## src/spq_pkg.sv

```systemverilog
// Package for the sorted priority queue.
// Holds shared defaults, request and status codes, and the cell control struct.
// No dependencies.
`default_nettype none

package spq_pkg;

    localparam int DEPTH_DEFAULT     = 16;
    localparam int PRIO_BITS_DEFAULT = 8;
    localparam int DATA_W            = 32;
    localparam int PRIO_IN_W         = 8;
    localparam int COUNT_OUT_W       = 5;

    typedef enum logic {
        REQ_PUSH = 1'b0,
        REQ_POP  = 1'b1
    } t_req;

    typedef enum logic [1:0] {
        ST_OK        = 2'd0,
        ST_POP_EMPTY = 2'd1,
        ST_PUSH_FULL = 2'd2
    } t_status;

    // Per-cycle command broadcast to every cell of the chain.
    typedef struct packed {
        logic push;   // insert the new entry (queue not full)
        logic pop;    // shift every entry one cell toward the head
    } t_cell_ctrl;

endpackage

`default_nettype wire

```

## src/spq_cell.sv

```systemverilog
// One storage cell of the sorted chain: a data word and a priority.
// Depends on spq_pkg.
`default_nettype none

module spq_cell #(
    parameter int PRIO_BITS = spq_pkg::PRIO_BITS_DEFAULT
) (
    input  wire                            i_clk,
    input  wire spq_pkg::t_cell_ctrl       i_ctrl,
    input  wire                            i_occupied,
    input  wire  [spq_pkg::DATA_W-1:0]     i_new_data,
    input  wire  [PRIO_BITS-1:0]           i_new_prio,
    // neighbor toward the head
    input  wire                            i_left_ge,
    input  wire  [spq_pkg::DATA_W-1:0]     i_left_data,
    input  wire  [PRIO_BITS-1:0]           i_left_prio,
    // neighbor toward the tail
    input  wire  [spq_pkg::DATA_W-1:0]     i_right_data,
    input  wire  [PRIO_BITS-1:0]           i_right_prio,
    output logic                           o_ge,
    output logic [spq_pkg::DATA_W-1:0]     o_data,
    output logic [PRIO_BITS-1:0]           o_prio,
    output logic [spq_pkg::DATA_W-1:0]     o_next_data
);

    logic [spq_pkg::DATA_W-1:0] r_data;
    logic [spq_pkg::DATA_W-1:0] n_data;
    logic [PRIO_BITS-1:0]       r_prio;
    logic [PRIO_BITS-1:0]       n_prio;

    // New entry belongs at or ahead of this cell.
    assign o_ge = !i_occupied || (r_prio >= i_new_prio);

    always_comb begin
        n_data = r_data;
        n_prio = r_prio;
        if (i_ctrl.push) begin
            if (i_left_ge) begin
                n_data = i_left_data;
                n_prio = i_left_prio;
            end else if (o_ge) begin
                n_data = i_new_data;
                n_prio = i_new_prio;
            end
        end else if (i_ctrl.pop) begin
            n_data = i_right_data;
            n_prio = i_right_prio;
        end
    end

    always_ff @(posedge i_clk) begin
        r_data <= n_data;
        r_prio <= n_prio;
    end

    assign o_data      = r_data;
    assign o_prio      = r_prio;
    assign o_next_data = n_data;

endmodule

`default_nettype wire

```

## src/sorted_priority_queue.sv

```systemverilog
// Top level of the sorted priority queue: a chain of spq_cell plus count
// and result register. Depends on spq_pkg and spq_cell.
`default_nettype none

// Sorted priority queue. Holds up to DEPTH entries (32-bit data plus a
// PRIO_BITS priority) in a row of cells kept in ascending priority order, the
// head in cell 0. A push compares its priority against all cells at once
// and each cell either keeps its entry, takes the new one or takes its
// head-side neighbor's; a pop shifts every cell one place toward the head.
// A request is taken every cycle while the result register is free or being
// drained, so the sustained rate is one request per cycle, and the result is
// registered and appears in the cycle after acceptance. Each request yields
// one result with the new head data (0 when empty), head valid, status (ok,
// pop on empty, push on full dropped) and the entry count. Priority bits above
// PRIO_BITS are ignored; the entry count output carries the low five bits.

module sorted_priority_queue #(
    parameter int DEPTH     = spq_pkg::DEPTH_DEFAULT,
    parameter int PRIO_BITS = spq_pkg::PRIO_BITS_DEFAULT
) (
    input  wire                                 i_clk,
    input  wire                                 i_rst_n,
    // request channel
    input  wire                                 i_in_valid,
    output logic                                o_in_stall,
    input  wire                                 i_req_type,
    input  wire  signed [spq_pkg::DATA_W-1:0]   i_data_in,
    input  wire  [spq_pkg::PRIO_IN_W-1:0]       i_priority_in,
    // result channel
    output logic                                o_out_valid,
    input  wire                                 i_out_stall,
    output logic signed [spq_pkg::DATA_W-1:0]   o_head_data,
    output logic                                o_head_valid,
    output logic [1:0]                          o_status,
    output logic [spq_pkg::COUNT_OUT_W-1:0]     o_entry_count
);

    localparam int CW = $clog2(DEPTH + 1);

    logic                        accept;
    logic                        is_pop;
    logic                        full;
    logic                        empty;
    logic [PRIO_BITS-1:0]        new_prio;
    logic [CW-1:0]               r_count;
    logic [CW-1:0]               n_count;
    spq_pkg::t_cell_ctrl         ctrl;
    spq_pkg::t_status            status;

    // chain wiring
    logic                        cell_ge   [DEPTH];
    logic [spq_pkg::DATA_W-1:0]  cell_data [DEPTH];
    logic [PRIO_BITS-1:0]        cell_prio [DEPTH];
    logic [spq_pkg::DATA_W-1:0]  cell_next [DEPTH];

    // result register
    logic                        r_out_valid;
    logic [spq_pkg::DATA_W-1:0]  r_head_data;
    logic                        r_head_valid;
    spq_pkg::t_status            r_status;
    logic [CW-1:0]               r_out_count;

    // Result register frees up when empty or drained this cycle.
    assign o_in_stall = r_out_valid && i_out_stall;
    assign accept     = i_in_valid && !o_in_stall;

    assign is_pop   = (spq_pkg::t_req'(i_req_type) == spq_pkg::REQ_POP);
    assign full     = (r_count == CW'(DEPTH));
    assign empty    = (r_count == '0);
    // truncates or zero-extends to the configured priority width
    assign new_prio = PRIO_BITS'(i_priority_in);

    always_comb begin
        ctrl.push = 1'b0;
        ctrl.pop  = 1'b0;
        status    = spq_pkg::ST_OK;
        n_count   = r_count;
        if (accept) begin
            if (is_pop) begin
                if (empty) begin
                    status = spq_pkg::ST_POP_EMPTY;
                end else begin
                    ctrl.pop = 1'b1;
                    n_count  = r_count - CW'(1);
                end
            end else begin
                if (full) begin
                    status = spq_pkg::ST_PUSH_FULL;
                end else begin
                    ctrl.push = 1'b1;
                    n_count   = r_count + CW'(1);
                end
            end
        end
    end

    genvar gi;
    generate
        for (gi = 0; gi < DEPTH; gi++) begin : g_cell
            logic                       left_ge;
            logic [spq_pkg::DATA_W-1:0] left_data;
            logic [PRIO_BITS-1:0]       left_prio;
            logic [spq_pkg::DATA_W-1:0] right_data;
            logic [PRIO_BITS-1:0]       right_prio;

            if (gi == 0) begin : g_head
                assign left_ge   = 1'b0;
                assign left_data = '0;
                assign left_prio = '0;
            end else begin : g_mid
                assign left_ge   = cell_ge[gi-1];
                assign left_data = cell_data[gi-1];
                assign left_prio = cell_prio[gi-1];
            end

            // tail cell keeps its contents on pop; it falls out of the count
            if (gi == DEPTH - 1) begin : g_tail
                assign right_data = cell_data[gi];
                assign right_prio = cell_prio[gi];
            end else begin : g_body
                assign right_data = cell_data[gi+1];
                assign right_prio = cell_prio[gi+1];
            end

            spq_cell #(
                .PRIO_BITS (PRIO_BITS)
            ) u_cell (
                .i_clk        (i_clk),
                .i_ctrl       (ctrl),
                .i_occupied   (r_count > CW'(gi)),
                .i_new_data   (i_data_in),
                .i_new_prio   (new_prio),
                .i_left_ge    (left_ge),
                .i_left_data  (left_data),
                .i_left_prio  (left_prio),
                .i_right_data (right_data),
                .i_right_prio (right_prio),
                .o_ge         (cell_ge[gi]),
                .o_data       (cell_data[gi]),
                .o_prio       (cell_prio[gi]),
                .o_next_data  (cell_next[gi])
            );
        end
    endgenerate

    // count and result valid
    always_ff @(posedge i_clk) begin
        if (!i_rst_n) begin
            r_count     <= '0;
            r_out_valid <= 1'b0;
        end else begin
            r_count <= n_count;
            if (accept) begin
                r_out_valid <= 1'b1;
            end else if (!i_out_stall) begin
                r_out_valid <= 1'b0;
            end
        end
    end

    // result payload, shows the queue after the request
    always_ff @(posedge i_clk) begin
        if (accept) begin
            r_head_data  <= (n_count != '0) ? cell_next[0] : '0;
            r_head_valid <= (n_count != '0);
            r_status     <= status;
            r_out_count  <= n_count;
        end
    end

    assign o_out_valid   = r_out_valid;
    assign o_head_data   = r_head_data;
    assign o_head_valid  = r_head_valid;
    assign o_status      = r_status;
    assign o_entry_count = spq_pkg::COUNT_OUT_W'(r_out_count);

endmodule

`default_nettype wire
```

## config.mk

```make
export PLATFORM = sky130hd
export DESIGN_NAME = sorted_priority_queue
export DESIGN_NICKNAME = d
export VERILOG_FILES = /design/src/spq_pkg.sv /design/src/spq_cell.sv /design/src/sorted_priority_queue.sv
export SDC_FILE = /design/constraint.sdc
export NUM_CORES = 2
export LEC_CHECK = 0
export ABC_AREA = 1
export BUFFER_PORTS_ARGS = -buffer_cell sky130_fd_sc_hd__buf_4
export CORE_ASPECT_RATIO = 1.1
export CORE_UTILIZATION = 40
export CTS_CLUSTER_SIZE = 12
export DETAILED_ROUTE_END_ITERATION = 10
export GPL_ROUTABILITY_DRIVEN = 0
export HOLD_SLACK_MARGIN = 0.03
export PLACE_DENSITY_LB_ADDON = 0.08
export SYNTH_ARGS = -nofsm -noshare
export SYNTH_HDL_FRONTEND = slang
export SYNTH_SLANG_ARGS = --single-unit
```

## constraint.sdc

```tcl
create_clock -name i_clk -period 7.9 [get_ports i_clk]
set_clock_uncertainty 0.05 [all_clocks]
set_input_delay 1.975 -clock i_clk [delete_from_list [all_inputs] [get_ports i_clk]]
set_output_delay 1.975 -clock i_clk [all_outputs]
set_load 0.01 [all_outputs]
```

==> metrics <==
CTS Buf Count=81; Synth Cell Area=0.0415 sq mm; min cycle time layout=5.09 ns; Die Ht=340 microns; compound-cell area share of the yosys netlist=3.07%; P_leak=21.8 nW; Power Density=254 mW/mm^2; switch share=33.1%; Via density=4.97; largest net degree at the start of global routing=178; Synth Register Bits=686; Area Growth Syn to Fin=9.91%; slew margin rel.=31.0%; mux contribution to synthesized area=0%; count leader, synth=nand2_1; Seq pwr share=44.1%; top cells by area, synth=edfxtp_1 (47%), nand2_1 (19%), nand3_1 (9.3%), inv_1 (6.0%), nand4_1 (5.2%); xor/xnor share of the synthesized area=0.0211%; routed len/inst=16.7 microns; outcome=completed; post-synth top area share=46.9%; Psw=0.00384 W; Residual DRC=0; Hold Path Class=reg -> reg; Synth area leader=edfxtp_1; Max IR drop VDD=0.000160 V; post-synthesis cell type count=35; initial antenna violation count=0; Worst EP arrival=5.37 ns; post-synthesis async set-or-reset flop share=0%; io pins=87; cells after synthesis=5359; clock share of power=30.7%; FF/Latch Area=0.0202 sq mm; Hold Fails Final Rpt=0; Total Wirelength=112000 microns; post-synthesis adder-cell area fraction=4.04%; grt ovf=0; CTS root buf=clkbuf_16; setup bufs post-CTS=0; Sink Count=686; multi-input combinational cell area=0.0173 sq mm; logic gate share of total power=25.2%; sequential area share after synthesis=48.7%; post-route ant nets=0; TritonCTS clock tree=yes; top cells by count, synth=nand2_1 (2053), nand3_1 (774), inv_1 (662); number of flops mapped to enable cells by yosys=648; drt initial violations=2757; yosys warns=0; DIE AREA=0.105 sq mm; cts hold-fix bufs=0; gr usage total=20.9%; RSZ-0062 raised after global routing=false; Max Root-Sink Buffers=3; DP HPWL=77200 microns; PortBufs=86; row cnt=123; fmax=197 MHz; Final Slew Violations=0; first-pass GRT wire length=181000 microns; WHS=0.463 ns; internal power=0.00776 W; setup TNS=0 ns; final net count=5402; cts repair resizes=0; max cap viols=0; Final Non-Filler Cells=6660; core area=0.103 sq mm; largest family of logic cells by synthesized area=simple AND/OR/NAND/NOR gates; Pre-antenna DRT Iters=5; Layout Utilization=44.5%; post-synth net total=5538; layout cells sized above 1=6.70%; Least-Margin Pin Slew=1.04 ns; syn avg cell area=7.75 sq um; WP data required=8.18 ns; Die W=309 microns; post-route clock period utilization=64.4%; CP Class=in -> reg; Final Total Pwr=0.0116 W; Inst Count DP=6515; Top FF cell, synth=edfxtp_1; CP max FO=41; CP Launch Type=input port; via count=33083; Clk pin slew, worst setup/hold paths=0.06 ns; vias in the first global route=32081; Worst-Skew Late Latency=0.64 ns; H-tree levels=3; final setup fails=0; Initial Util=40.5%; Post-Synth Simple-Gate Area=33.9%; Filler cells=10387; Worst Setup End Kind=flip-flop; ANT cells=0
-- cell usage in the layout (no fill, tap or decap), types with 40 or more instances in the layout --
master / netlist / final
ha_1: 134 / 134
nand3_1: 774 / 774
inv_1: 662 / 662
nor2_1: 46 / 43
nand2_1: 2053 / 2053
nand4_1: 347 / 347
o211ai_1: 40 / 40
o21ai_0: 77 / 77
edfxtp_1: 648 / 648
clkbuf_16: 0 / 84
buf_4: 5 / 171
a21oi_1: 68 / 46
-- power by group through the flow --
stage	clock [W]	sequential (W)	combinational [W]
detailed placement	0	0.00519	0.00293
CTS	0.00367	0.00512	0.00295
floorplan	0	0.00513	0.00216
finish	0.00356	0.00512	0.00292
global route	0.00379	0.00519	0.00335
global placement	0	0.00517	0.00290
-- state kept, by name (all words and copies together), names as in the netlist --
| signal | flops |
|---|---|
| g_cell.u_cell.o_prio | 128 |
| o_status | 2 |
| r_count | 5 |
| o_entry_count | 5 |
| o_head_data | 32 |
| g_cell.u_cell.o_data | 512 |
| o_head_valid | 1 |
| o_out_valid | 1 |
-- cell families after synthesis --
logic type	count (synthesis)
and+or+nand+nor	3237
AOI/OAI and AO/OA	224
buffers and inverters	1077
xor gates and xnor gates	1
adders and majority gates	134
DFF	686
-- metal layers --
metal / global-route usage [%] / part of all wire, %
met3: 2.93 / 4.8
met1: 30.3 / 49
met4: 4.38 / 1.6
met2: 33.2 / 45
met5: 0 / 0
-- critical path, cell delays in order --
cell and delay, ns:
buf_4 0.11, inv_1 0.48, ha_1 0.26, nand2_1 0.07
nor2_1 0.23, nand4_1 0.12, buf_4 0.27, nand4_1 0.15
buf_4 0.36, nor2_1 0.19, a21oi_4 0.79, buf_4 0.32
-- stage by stage --
step,setup slack [ns],area [sq um]
2_1_floorplan,1.48,41500
3_3_place_gp,2.16,43200
3_5_place_dp,2.11,43200
4_1_cts,2.79,45600
5_1_grt,2.57,45600
6_report,2.81,45600
-- path summary, 6_finish.rpt --
path,cells past startpoint,end,from,slack (ns)
worst max-delay path,12,g_cell[5].u_cell.o_data[15]$_DFFE_PP_,i_priority_in[7],2.81
worst min-delay path,2,g_cell[14].u_cell.o_data[27]$_DFFE_PP_,g_cell[15].u_cell.o_data[27]$_DFFE_PP_,0.46
worst max register to register,10,g_cell[7].u_cell.o_data[14]$_DFFE_PP_,r_count[0]$_SDFF_PN0_,4.02
worst min register to register,2,g_cell[14].u_cell.o_data[27]$_DFFE_PP_,g_cell[15].u_cell.o_data[27]$_DFFE_PP_,0.46
-- cell type report --
class	count	area share [%]
clock inverters	32	0.406
repair buffers	176	3.03
well taps	1375	3.77
clock buffers	113	4.98
inverters	682	5.63
multi-input cells	3596	37.9
flip-flops and latches	686	44.3
Note: power is estimated with default switching activity, not from simulation.
